`src/hdl/ptts_pkg.sv`:
```
// Shared types and constants for the periodic task tick scheduler.
// No dependencies; the top level, controller, output register and testbench import it.
`default_nettype none

package ptts_pkg;

  // Table size and result cap per tick
  localparam int TASKS       = 8;
  localparam int MAX_RESULTS = 8;

  // Address, count and firing-count widths
  localparam int AW = (TASKS > 1) ? $clog2(TASKS) : 1;
  localparam int CW = $clog2(TASKS + 1);
  localparam int KW = $clog2(MAX_RESULTS + 1);

  // Field widths
  localparam int ID_W  = 8;
  localparam int CNT_W = 16;

  typedef enum logic [1:0] {
    MODE_ADD    = 2'd0,
    MODE_REMOVE = 2'd1,
    MODE_CLEAR  = 2'd2,
    MODE_TICK   = 2'd3
  } mode_t;

  typedef enum logic [2:0] {
    STAT_ADDED    = 3'd0,
    STAT_UPDATED  = 3'd1,
    STAT_FULL     = 3'd2,
    STAT_REMOVED  = 3'd3,
    STAT_NOTFOUND = 3'd4,
    STAT_CLEARED  = 3'd5,
    STAT_FIRED    = 3'd6,
    STAT_NONE     = 3'd7
  } status_t;

  typedef enum logic [1:0] {
    S_IDLE,
    S_SCAN,
    S_RM_WR,
    S_FINAL
  } state_t;

  // One table entry as stored in the RAM
  typedef struct packed {
    logic [ID_W-1:0]  id;
    logic [CNT_W-1:0] period;
    logic [CNT_W-1:0] countdown;
  } entry_t;

  localparam int ENTRY_W = $bits(entry_t);

  // Result word handed from the controller to the output register
  typedef struct packed {
    logic            valid;
    status_t         status;
    logic [ID_W-1:0] id;
    logic            last;
  } res_t;

endpackage

`default_nettype wire

```
`src/hdl/periodic_task_tick_scheduler.sv`:
```
// Top level of the periodic task tick scheduler: table RAM, controller and
// output register. Depends on ptts_pkg, ptts_ram, ptts_ctrl and ptts_outreg.
`default_nettype none

// The task table (identifier, period, countdown per entry) lives in one
// synchronous RAM of TASKS entries; only the entry count is cleared by reset,
// so there is no clearing pass. An input word is taken when the controller is
// idle. Clear and an add to a full table go straight to the result; add and
// remove walk the table one entry per cycle until the identifier is found (a
// remove that hits then moves the last entry into the freed slot); a tick
// visits every entry with one read-modify-write per cycle while no fired word
// waits on out_stall. A tick gives one word per fired task in table order, up
// to MAX_RESULTS words (last set on the final one), or a single "none fired"
// word. The output register lets the next input word be taken while the
// final result still waits on out_stall.
module periodic_task_tick_scheduler import ptts_pkg::*; (
  input  wire logic              clk,
  input  wire logic              rst_n,
  input  wire logic              in_valid,
  output logic                   in_stall,
  input  wire logic [1:0]        in_mode,
  input  wire logic [ID_W-1:0]   in_task_id,
  input  wire logic [CNT_W-1:0]  in_period,
  input  wire logic [CNT_W-1:0]  in_first_delay,
  output logic                   out_valid,
  input  wire logic              out_stall,
  output logic [2:0]             out_status,
  output logic [ID_W-1:0]        out_task_id_res,
  output logic                   out_last
);

  logic    ram_we;
  logic    ram_re;
  logic [AW-1:0] ram_waddr;
  logic [AW-1:0] ram_raddr;
  entry_t  ram_wdata;
  entry_t  ram_rdata;
  res_t    res;
  logic    res_ready;

  // Task table
  ptts_ram #(
    .WIDTH (ENTRY_W),
    .DEPTH (TASKS)
  ) u_ram (
    .clk   (clk),
    .we    (ram_we),
    .waddr (ram_waddr),
    .wdata (ram_wdata),
    .re    (ram_re),
    .raddr (ram_raddr),
    .rdata (ram_rdata)
  );

  // Table walker
  ptts_ctrl u_ctrl (
    .clk            (clk),
    .rst_n          (rst_n),
    .in_valid       (in_valid),
    .in_stall       (in_stall),
    .in_mode        (in_mode),
    .in_task_id     (in_task_id),
    .in_period      (in_period),
    .in_first_delay (in_first_delay),
    .ram_we         (ram_we),
    .ram_waddr      (ram_waddr),
    .ram_wdata      (ram_wdata),
    .ram_re         (ram_re),
    .ram_raddr      (ram_raddr),
    .ram_rdata      (ram_rdata),
    .res            (res),
    .res_ready      (res_ready)
  );

  // Result word register
  ptts_outreg u_outreg (
    .clk             (clk),
    .rst_n           (rst_n),
    .res             (res),
    .res_ready       (res_ready),
    .out_stall       (out_stall),
    .out_valid       (out_valid),
    .out_status      (out_status),
    .out_task_id_res (out_task_id_res),
    .out_last        (out_last)
  );

endmodule

`default_nettype wire

```
`src/hdl/ptts_ram.sv`:
```
// Generic single-port-write, single-port-read RAM with registered read data.
// Standalone; width and depth come from parameters.
`default_nettype none

module ptts_ram #(
  parameter int WIDTH = 8,
  parameter int DEPTH = 8
) (
  input  wire logic                                      clk,
  input  wire logic                                      we,
  input  wire logic [((DEPTH > 1) ? $clog2(DEPTH) : 1)-1:0] waddr,
  input  wire logic [WIDTH-1:0]                          wdata,
  input  wire logic                                      re,
  input  wire logic [((DEPTH > 1) ? $clog2(DEPTH) : 1)-1:0] raddr,
  output logic      [WIDTH-1:0]                          rdata
);

  logic [WIDTH-1:0] mem [DEPTH];

  // Write port
  always_ff @(posedge clk) begin
    if (we) begin
      mem[waddr] <= wdata;
    end
  end

  // Registered read port, data held when not reading
  always_ff @(posedge clk) begin
    if (re) begin
      rdata <= mem[raddr];
    end
  end

endmodule

`default_nettype wire

```
`src/hdl/ptts_outreg.sv`:
```
// Output register for result words: decouples the controller from out_stall.
// Depends on ptts_pkg for the result word type.
`default_nettype none

module ptts_outreg import ptts_pkg::*; (
  input  wire logic            clk,
  input  wire logic            rst_n,
  input  wire res_t            res,
  output logic                 res_ready,
  input  wire logic            out_stall,
  output logic                 out_valid,
  output logic [2:0]           out_status,
  output logic [ID_W-1:0]      out_task_id_res,
  output logic                 out_last
);

  logic            valid_r, valid_nxt;
  logic [2:0]      status_r;
  logic [ID_W-1:0] id_r;
  logic            last_r;
  logic            push;

  // Slot is free when empty or being drained this cycle
  assign res_ready = !valid_r || !out_stall;
  assign push      = res.valid && res_ready;

  always_comb begin
    valid_nxt = valid_r && out_stall;
    if (push) begin
      valid_nxt = 1'b1;
    end
  end

  // Control bit
  always_ff @(posedge clk) begin
    if (!rst_n) begin
      valid_r <= 1'b0;
    end else begin
      valid_r <= valid_nxt;
    end
  end

  // Payload
  always_ff @(posedge clk) begin
    if (push) begin
      status_r <= res.status;
      id_r     <= res.id;
      last_r   <= res.last;
    end
  end

  assign out_valid       = valid_r;
  assign out_status      = status_r;
  assign out_task_id_res = id_r;
  assign out_last        = last_r;

endmodule

`default_nettype wire

```
`src/hdl/ptts_ctrl.sv`:
```
// Scheduler controller: sequencer that walks the task table in the RAM, one
// entry per cycle (a tick rewrites each entry, and can hold). Depends on ptts_pkg.
`default_nettype none

module ptts_ctrl import ptts_pkg::*; (
  input  wire logic              clk,
  input  wire logic              rst_n,
  // input word
  input  wire logic              in_valid,
  output logic                   in_stall,
  input  wire logic [1:0]        in_mode,
  input  wire logic [ID_W-1:0]   in_task_id,
  input  wire logic [CNT_W-1:0]  in_period,
  input  wire logic [CNT_W-1:0]  in_first_delay,
  // table RAM
  output logic                   ram_we,
  output logic [AW-1:0]          ram_waddr,
  output entry_t                 ram_wdata,
  output logic                   ram_re,
  output logic [AW-1:0]          ram_raddr,
  input  wire entry_t            ram_rdata,
  // result words
  output res_t                   res,
  input  wire logic              res_ready
);

  state_t           state_r, state_nxt;
  mode_t            mode_r, mode_nxt;
  logic [ID_W-1:0]  id_r, id_nxt;
  logic [CNT_W-1:0] per_r, per_nxt;
  logic [CNT_W-1:0] dly_r, dly_nxt;
  logic [CW-1:0]    cnt_r, cnt_nxt;
  logic [CW-1:0]    chk_idx_r, chk_idx_nxt;
  logic             chk_valid_r, chk_valid_nxt;
  logic             pend_valid_r, pend_valid_nxt;
  logic [ID_W-1:0]  pend_id_r, pend_id_nxt;
  logic [KW-1:0]    fire_k_r, fire_k_nxt;
  status_t          fin_status_r, fin_status_nxt;
  logic [ID_W-1:0]  fin_id_r, fin_id_nxt;

  logic [CW-1:0]    idx_next;
  logic [CW-1:0]    last_idx;
  logic             hit;
  logic             fire;
  logic             report;
  logic             advance;

  assign in_stall = (state_r != S_IDLE);
  assign idx_next = chk_idx_r + 1'b1;
  assign last_idx = cnt_r - 1'b1;
  assign hit      = (ram_rdata.id == id_r);
  assign fire     = (ram_rdata.countdown == '0);
  assign report   = fire && (fire_k_r < KW'(MAX_RESULTS));

  // Next state, RAM access and result generation
  always_comb begin
    state_nxt      = state_r;
    mode_nxt       = mode_r;
    id_nxt         = id_r;
    per_nxt        = per_r;
    dly_nxt        = dly_r;
    cnt_nxt        = cnt_r;
    chk_idx_nxt    = chk_idx_r;
    chk_valid_nxt  = chk_valid_r;
    pend_valid_nxt = pend_valid_r;
    pend_id_nxt    = pend_id_r;
    fire_k_nxt     = fire_k_r;
    fin_status_nxt = fin_status_r;
    fin_id_nxt     = fin_id_r;

    ram_we    = 1'b0;
    ram_waddr = chk_idx_r[AW-1:0];
    ram_wdata = ram_rdata;
    ram_re    = 1'b0;
    ram_raddr = '0;

    res.valid  = 1'b0;
    res.status = fin_status_r;
    res.id     = fin_id_r;
    res.last   = 1'b1;

    advance = 1'b0;

    unique case (state_r)
      S_IDLE: begin
        if (in_valid) begin
          mode_nxt = mode_t'(in_mode);
          id_nxt   = in_task_id;
          per_nxt  = in_period;
          dly_nxt  = in_first_delay;
          priority if (mode_t'(in_mode) == MODE_CLEAR) begin
            cnt_nxt        = '0;
            fin_status_nxt = STAT_CLEARED;
            fin_id_nxt     = '0;
            state_nxt      = S_FINAL;
          end else if (mode_t'(in_mode) == MODE_ADD && cnt_r == CW'(TASKS)) begin
            fin_status_nxt = STAT_FULL;
            fin_id_nxt     = in_task_id;
            state_nxt      = S_FINAL;
          end else begin
            // start the walk at entry 0
            ram_re         = 1'b1;
            ram_raddr      = '0;
            chk_idx_nxt    = '0;
            chk_valid_nxt  = (cnt_r != '0);
            pend_valid_nxt = 1'b0;
            fire_k_nxt     = '0;
            state_nxt      = S_SCAN;
          end
        end
      end

      S_SCAN: begin
        if (!chk_valid_r) begin
          // walked past the last entry
          state_nxt = S_FINAL;
          unique case (mode_r)
            MODE_ADD: begin
              ram_we              = 1'b1;
              ram_waddr           = cnt_r[AW-1:0];
              ram_wdata.id        = id_r;
              ram_wdata.period    = per_r;
              ram_wdata.countdown = dly_r;
              cnt_nxt             = cnt_r + 1'b1;
              fin_status_nxt      = STAT_ADDED;
              fin_id_nxt          = id_r;
            end
            MODE_REMOVE: begin
              fin_status_nxt = STAT_NOTFOUND;
              fin_id_nxt     = id_r;
            end
            MODE_TICK: begin
              fin_status_nxt = pend_valid_r ? STAT_FIRED : STAT_NONE;
              fin_id_nxt     = pend_valid_r ? pend_id_r : '0;
            end
            MODE_CLEAR: begin
              fin_status_nxt = STAT_CLEARED;
              fin_id_nxt     = '0;
            end
          endcase
        end else begin
          unique case (mode_r)
            MODE_ADD: begin
              if (hit) begin
                // update in place
                ram_we              = 1'b1;
                ram_wdata.id        = id_r;
                ram_wdata.period    = per_r;
                ram_wdata.countdown = dly_r;
                fin_status_nxt      = STAT_UPDATED;
                fin_id_nxt          = id_r;
                state_nxt           = S_FINAL;
              end else begin
                advance = 1'b1;
              end
            end
            MODE_REMOVE: begin
              if (hit) begin
                // fetch the last entry to move into this slot
                ram_re    = 1'b1;
                ram_raddr = last_idx[AW-1:0];
                state_nxt = S_RM_WR;
              end else begin
                advance = 1'b1;
              end
            end
            MODE_TICK: begin
              // hold the walk while an earlier firing cannot be sent
              if (!(report && pend_valid_r && !res_ready)) begin
                ram_we = 1'b1;
                ram_wdata.countdown = fire ? (ram_rdata.period - 1'b1)
                                           : (ram_rdata.countdown - 1'b1);
                if (report) begin
                  if (pend_valid_r) begin
                    res.valid  = 1'b1;
                    res.status = STAT_FIRED;
                    res.id     = pend_id_r;
                    res.last   = 1'b0;
                  end
                  pend_valid_nxt = 1'b1;
                  pend_id_nxt    = ram_rdata.id;
                  fire_k_nxt     = fire_k_r + 1'b1;
                end
                advance = 1'b1;
              end
            end
            MODE_CLEAR: begin
              state_nxt = S_FINAL;
            end
          endcase
        end

        // step to the next entry, prefetching it
        if (advance) begin
          chk_idx_nxt   = idx_next;
          chk_valid_nxt = (idx_next < cnt_r);
          if (idx_next < cnt_r) begin
            ram_re    = 1'b1;
            ram_raddr = idx_next[AW-1:0];
          end
        end
      end

      S_RM_WR: begin
        // last entry is in the read register now
        ram_we         = 1'b1;
        ram_wdata      = ram_rdata;
        cnt_nxt        = last_idx;
        fin_status_nxt = STAT_REMOVED;
        fin_id_nxt     = id_r;
        state_nxt      = S_FINAL;
      end

      S_FINAL: begin
        res.valid = 1'b1;
        if (res_ready) begin
          state_nxt = S_IDLE;
        end
      end
    endcase
  end

  // Control state
  always_ff @(posedge clk) begin
    if (!rst_n) begin
      state_r      <= S_IDLE;
      cnt_r        <= '0;
      chk_valid_r  <= 1'b0;
      pend_valid_r <= 1'b0;
      fire_k_r     <= '0;
    end else begin
      state_r      <= state_nxt;
      cnt_r        <= cnt_nxt;
      chk_valid_r  <= chk_valid_nxt;
      pend_valid_r <= pend_valid_nxt;
      fire_k_r     <= fire_k_nxt;
    end
  end

  // Item payload and walk bookkeeping
  always_ff @(posedge clk) begin
    mode_r       <= mode_nxt;
    id_r         <= id_nxt;
    per_r        <= per_nxt;
    dly_r        <= dly_nxt;
    chk_idx_r    <= chk_idx_nxt;
    pend_id_r    <= pend_id_nxt;
    fin_status_r <= fin_status_nxt;
    fin_id_r     <= fin_id_nxt;
  end

endmodule

`default_nettype wire

```
`config.mk`:
```
export PLATFORM = sky130hd
export DESIGN_NAME = periodic_task_tick_scheduler
export DESIGN_NICKNAME = d
export VERILOG_FILES = /design/src/hdl/ptts_pkg.sv /design/src/hdl/periodic_task_tick_scheduler.sv /design/src/hdl/ptts_ram.sv /design/src/hdl/ptts_outreg.sv /design/src/hdl/ptts_ctrl.sv
export SDC_FILE = /design/constraint.sdc
export NUM_CORES = 1
export LEC_CHECK = 0
export BUFFER_PORTS_ARGS = -buffer_cell sky130_fd_sc_hd__buf_4
export CORE_MARGIN = 3
export CORE_UTILIZATION = 43
export DETAILED_ROUTE_END_ITERATION = 8
export PLACE_DENSITY_LB_ADDON = 0.1
export REMOVE_ABC_BUFFERS = 1
export SYNTH_ARGS = -nofsm -noshare
export SYNTH_HDL_FRONTEND = slang
export SYNTH_HIERARCHICAL = 1
export SYNTH_SLANG_ARGS = --single-unit
```
`constraint.sdc`:
```
create_clock -name clk -period 5.94 [get_ports clk]
set_clock_uncertainty 0.15 [all_clocks]
set_input_delay 0.594 -clock clk [delete_from_list [all_inputs] [get_ports clk]]
set_output_delay 0.594 -clock clk [all_outputs]
set_load 0.01 [all_outputs]
```
## Word level (Yosys, flattened, before mapping)

Memory sizes are Yosys's and may differ from the RTL's. A register that Yosys moved wholly into a read port is not among the register bits.
Cells that the tools add are included.

| cells by class | value |
|---|---|
| add/sub/neg operators | 6 |
| $lt $le $gt $ge | 2 |
| equal/unequal tests | 27 |
| mux-type cells | 100 |
| bitwise operators | 5 |
| reductions and logical operators | 27 |

Operator list:

| cell | count |
|---|---|
| two-way mux 40 bit | 4 |
| two-way mux 13 bit | 5 |
| two-way mux 8 bit | 7 |
| two-way mux 4 bit | 12 |
| one-hot mux 8 bit (3 select lines) | 2 |
| two-way mux 3 bit | 15 |
| two-way mux 16 bit | 2 |
| one-hot mux 16 bit (2 select lines) | 1 |
| subtractor 16 x 1 -> 16 bit, second input constant | 2 |
| two-way mux 1 bit | 29 |
| AND reduction 5 bit | 5 |
| two-way mux 24 bit | 1 |
| logical NOT 16 bit | 1 |
| one-hot mux 4 bit (2 select lines) | 2 |
| two-way mux 2 bit | 7 |
| != test 2 bit, second input constant | 7 |
| one-hot mux 1 bit (2 select lines) | 7 |
| adder 4 x 1 -> 4 bit, second input constant | 3 |
| two-way mux 12 bit | 1 |
| one-hot mux 3 bit (4 select lines) | 1 |
| one-hot mux 4 bit (3 select lines) | 1 |
| equality test 2 bit, second input constant | 5 |
| != test 2 x 1 -> 1 bit, second input constant | 5 |
| one-hot mux 3 bit (3 select lines) | 1 |
| 24 further kinds | 41 |

| word-level totals | value |
|---|---|
| register bits after elaboration | 90 |
| bits in writable memories | 320 |
| input port bits | 46 |
| output and inout bits | 14 |
| word-level logic and storage cells | 185 |
| memories kept | 1 |

Memories:

| name | depth | bits a word | rd ports | clocked after Yosys merged registers in | wr ports | RTL line | text |
|---|---|---|---|---|---|---|---|
| u_ram.mem | 8 | 40 | 1 | 1 | 1 | ptts_ram.sv:18 | `logic [WIDTH-1:0] mem [DEPTH];` |

## Longest topological paths before layout

| logic depth | value |
|---|---|
| word-level depth | 10 |
| mapped depth | 13 |
| mapped depth without buffers | 10 |

## By module

Netlist, hierarchy kept.

By module, submodules not included:

| module | times used | cells each | area each (µm²) | seq. area each (µm²) |
|---|---|---|---|---|
| ptts_ram | 1 | 515 | 13571.8 | 10810.4 |
| ptts_ctrl | 1 | 575 | 5572.8 | 2192.1 |
| ptts_outreg | 1 | 17 | 401.6 | 380.4 |

## Least setup slack after synthesis

No wires, ideal clock.

| path | value |
|---|---|
| path kind | register to register |
| from | register u_ctrl.chk_idx_r[0] |
| to | register u_ram.rdata[0] (read register of u_ram.mem), enable pin |
| library setup time | 0.493 ns |
| data arrival time | 4.798 ns |
| data required time | 5.297 ns |
| setup slack | 0.500 ns |
| cell stages (with the launch flop) | 9 |
| path buffers | 0 |
| clock period less this slack | 5.440 ns |
| cells stage by stage | edfxtp_1 -> ha_1 -> ha_1 -> a21boi_0 -> o21ai_0 -> a21oi_1 -> a211oi_1 -> a31oi_1 -> o21ai_0 |

| between the ends | value |
|---|---|
| cells in the longest elaborated chain, start to end | 5 |
| elaborated cells on any way between the ends | 8 |
| classes of those cells | 1 x add/sub; 1 x order compare; 6 x mux |

Ends and longest elaborated chain:

| element | RTL line | text |
|---|---|---|
| from (decl) | ptts_ctrl.sv:33 | `logic [CW-1:0] chk_idx_r, chk_idx_nxt;` |
| from (signal assigned) | ptts_ctrl.sv:246 | `chk_idx_r <= chk_idx_nxt;` |
| adder 4 x 1 -> 4 bit | ptts_ctrl.sv:49 | `assign idx_next = chk_idx_r + 1'b1;` |
| net u_ctrl.idx_next[1] | ptts_ctrl.sv:41 | `logic [CW-1:0] idx_next;` |
| < comparator 4 bit | ptts_ctrl.sv:197 | `if (idx_next < cnt_r) begin` |
| two-way mux 1 bit | ptts_ctrl.sv:197 |  |
| two-way mux 1 bit | ptts_ctrl.sv:194 | `if (advance) begin` |
| one-hot mux 1 bit (2 select lines) | ptts_ctrl.sv:84 | `unique case (state_r)` |
| net ram_re | periodic_task_tick_scheduler.sv:33 | `logic ram_re;` |
| to (decl) | ptts_ram.sv:15 | `output logic [WIDTH-1:0] rdata` |

The timed path passes the listed nets, and every way through them passes these cells.
A chain may end at the register's enable or synchronous reset.

## Worst setup path after layout

| path | value |
|---|---|
| from | register u_ctrl.mode_r[0] |
| to | register u_ram.rdata[6] (read register of u_ram.mem) (data pin) |

| between the ends | value |
|---|---|
| cells in the longest elaborated chain, start to end | 7 |
| elaborated cells on any way between the ends | 17 |
| classes of those cells | 2 x eq/ne; 13 x mux; 2 x reduce/logical |

Ends and longest elaborated chain:

| element | RTL line | text |
|---|---|---|
| from (decl) | ptts_ctrl.sv:28 | `mode_t mode_r, mode_nxt;` |
| from (signal assigned) | ptts_ctrl.sv:242 | `mode_r <= mode_nxt;` |
| equality test 2 x 1 -> 1 bit or logical NOT 2 bit (tied branches) | ptts_ctrl.sv:142 | `unique case (mode_r)` |
| OR reduction 2 bit (no source line) | - |  |
| one-hot mux 1 bit (2 select lines) | ptts_ctrl.sv:142 |  |
| two-way mux 1 bit | ptts_ctrl.sv:114 | `if (!chk_valid_r) begin` |
| two-way mux 1 bit | ptts_ctrl.sv:84 |  |
| two-way mux 3 bit (*) | ptts_ctrl.sv:194 |  |
| two-way mux 3 bit (*) | - |  |
| net ram_raddr[0] | periodic_task_tick_scheduler.sv:35 | `logic [AW-1:0] ram_raddr;` |

The timed path passes the listed nets; every way through them passes the cells marked *. The select of a mux whose other input is x is not followed.

==> results.yml <==
outcome:
  status: "completed"
yosys:
  synth.cell_area_um2: 19550
  synth_commonest_cells: "edfxtp_1 (437), mux4_1 (80), mux2_2 (66)"
  number_of_warnings_reported_in_the_yosys_synthesis_log: 6
  synth.avg_cell_area_um2: 17.66
  syn-instance-count: 1107
  synth.top_cell.area_share_pct: 67.14
  synthFlopType: "edfxtp_1"
  ys_seq_elements: 450
  post-synth-top-count-cell: "edfxtp_1"
  distinct_cells_synth: 80
  sequential_fraction_of_the_synthesis_area_pct: 68.47
  cell_type_with_the_largest_total_area_after_synthesis: "edfxtp_1"
  share_of_flip_flops_with_an_asynchronous_set_or_reset_pct: 0
  yosys-top-cells-area: "edfxtp_1 (67%), mux4_1 (11%), mux2_2 (3.8%)"
  synth_enable_flop_cells: 437
floorplanning:
  core_area_um2: 44610
  fp.dieArea_um2: 48050
  row_count: 77
  die_w_um: 219.2
  start_util_pct: 43.82
  vertical_die_dimension_um: 219.2
  io_pins: 60
setup_path:
  data_required_time_of_the_worst_path_ps: 6110
  crit_path_end_kind: "flop"
  ff2ff_setup_slack_ps: 1190
  timing.critical_path.arrival_ps: 4920
  startpoint_type: "flop"
  timing_worst_setup_path_type: "flop to flop"
  worst_path_max_fanout: 34
global_routing:
  grt_remaining_overflow: 0
  grt_pass1_vias: 10690
  grt_first_pass_wirelength_um: 68140
  globalRouteTotalUtil_pct: 19.23
  antenna_found_initial: 0
  grt_max_degree: 47
cells_and_area:
  finish.net_count: 1255
  layout-drive-gt1-share_pct: 20.24
  layoutNonFillerInstCount: 1817
  antenna-diode-count: 0
  flow.area_growth_from_synthesis_pct: 14.06
sta:
  finalHoldViolations: 0
  post-route-min-period_ps: 4750
  setup_violations: 0
  final_critical_path_share_of_the_clock_period_pct: 79.96
  fin_setup_tns_ps: 0
  hold_slack_final_ps: 41.02
  max-slew-margin-rel_pct: 21.55
  grt_setup_unrepaired: "false"
  slew_worst_pin_ps: 1170
  final_max_slew_viol_count: 0
  fmax_ghz: 0.2105
  final_critical_path_setup_slack_ps: 1190
clock_network:
  cts.reportedPaths.clkPinSlew_ps: 60
  cts_setup_buffers: 0
  cts.path.max_buffers: 3
  ctsResizeCount: 0
  worstSkewPairLatency_ps: 580
  tritoncts: "built"
  cts_root_buffer: "clkbuf_16"
  num_clock_sinks: 450
  tritoncts.num_buffers: 47
  ctsHoldBuffers: 0
  h_tree_depth: 2
power_and_ir_drop:
  p_int_mw: 6.254
  seq_power_share_pct: 49.5
  power.ir.vdd_worst_mv: 0.3661
  clock_power_share_pct: 31.4
  power.switching_mw: 2.523
  post-layout-total-power_mw: 8.777
  p_leak_nw: 7.162
  swShare_pct: 28.74
  pwr-share-comb_pct: 19.1
  power_per_cell_area_nw_per_um2: 393.7
place:
  dp.final_hpwl_um: 27650
  portBuffers: 59
  gpl.final_weighted_congestion: 0.8574
  preCtsSetupSlack_ps: 1239
  place_inst: 1735
routing:
  drt_iter0_drc: 915
  routed_wire_length_per_instance_um: 25.08
  drt-vias-per-instance: 5.889
  drt_first_pass_iters: 5
  detail_route.drc_violations: 0
  routed-via-count: 10700
  total_length_of_routed_wires_um: 45560
  route.antenna.remaining_nets: 0
job:
  cap_viol_max_count: 0
min_path:
  hp-class: "input port to flop"
-- layout make-up --
type,instances,area (µm²)
fillers,3657,22310
flip-flops and latches,450,13380
multi-input cells,578,5899
clock buffers,64,1282
repair buffers,89,743.2
well taps,592,740.7
clock inverters,18,147.6
inverters,26,97.59
-- worst max-delay path: stages, from the launching register on --
cell,delay (ps)
edfxtp_1,460
inv_1,120
ha_1,520
or2_2,240
o21ai_0,120
a211oi_1,1000
nand2_1,240
o31ai_4,150
buf_4,540
mux4_1,630
mux2_2,280
-- final timing paths --
check,from,to,depth (start not counted)
max,u_ctrl/mode_r[0],u_ram/rdata[6],10
min,in_first_delay[1],u_ctrl/dly_r[1],1
max reg2reg,u_ctrl/mode_r[0],u_ram/rdata[6],10
min reg2reg,u_ram/rdata[36],u_ctrl/pend_id_r[4],0
-- flip-flops by register name, indices dropped and copies added, names as in the netlist --
name and count:
u_ram/mem 320, u_ram/rdata 40, u_ctrl/dly_r 16, u_ctrl/per_r 16, u_ctrl/fin_id_r 8, u_ctrl/id_r 8
u_ctrl/pend_id_r 8, u_outreg/out_task_id_res 8, u_ctrl/chk_idx_r 4, u_ctrl/cnt_r 4, u_ctrl/fire_k_r 4, u_ctrl/fin_status_r 3
u_outreg/out_status 3, u_ctrl/mode_r 2, u_ctrl/state_r 2, u_ctrl/chk_valid_r 1, u_ctrl/pend_valid_r 1, u_outreg/out_last 1
u_outreg/out_valid 1
-- through the flow --
stage / utilization (%) / cell area (µm²)
6_report: 49.98 / 22290
5_1_grt: 49.98 / 22290
3_5_place_dp: 46.77 / 20860
2_1_floorplan: - / 19250
4_1_cts: 49.98 / 22290
3_3_place_gp: 46.77 / 20860
-- layout by cell type, fill, tap and decap left out, types with 10 or more instances in the layout --
cell,instances
xnor2_1,12
nand2_1,51
a32oi_1,10
nor3_1,10
mux4_1,80
nand3_1,13
o21ai_0,32
buf_4,83
mux2_2,66
inv_1,24
clkbuf_16,49
a32o_1,10
clkbuf_1,15
nor2_1,46
edfxtp_1,437
clkinv_1,13
a21oi_1,27
dfxtp_1,13
ha_1,17
-- kinds of logic after synthesis --
kind of cell / count (synthesis) / share of synthesized area (%)
mux: 156 / 15.16
buf+inv: 79 / 1.991
fa+ha+maj: 17 / 1.088
compound gates: 194 / 7.381
xor+xnor: 13 / 0.5825
simple gates: 198 / 5.332
flops: 450 / 68.47
-- per-layer routing --
layer | up-vias | track usage, % | wire length, µm
li1 | 4799 | - | -
met2 | 297 | 30.96 | 21550
met5 | - | 0 | 0
met1 | 5548 | 26.83 | 20500
met4 | 0 | 5.033 | 933
met3 | 56 | 4.112 | 2585
-- power by group through the flow --
stage,sequential [mW],combinational (mW),clock [mW]
after floorplan,4.33,1.04,0
after global placement,4.40,1.66,0
after detailed placement,4.41,1.68,0
after CTS,4.34,1.69,2.84
after global routing,4.37,1.85,2.98
final,4.34,1.68,2.76
(Power assumes the default switching activity.)
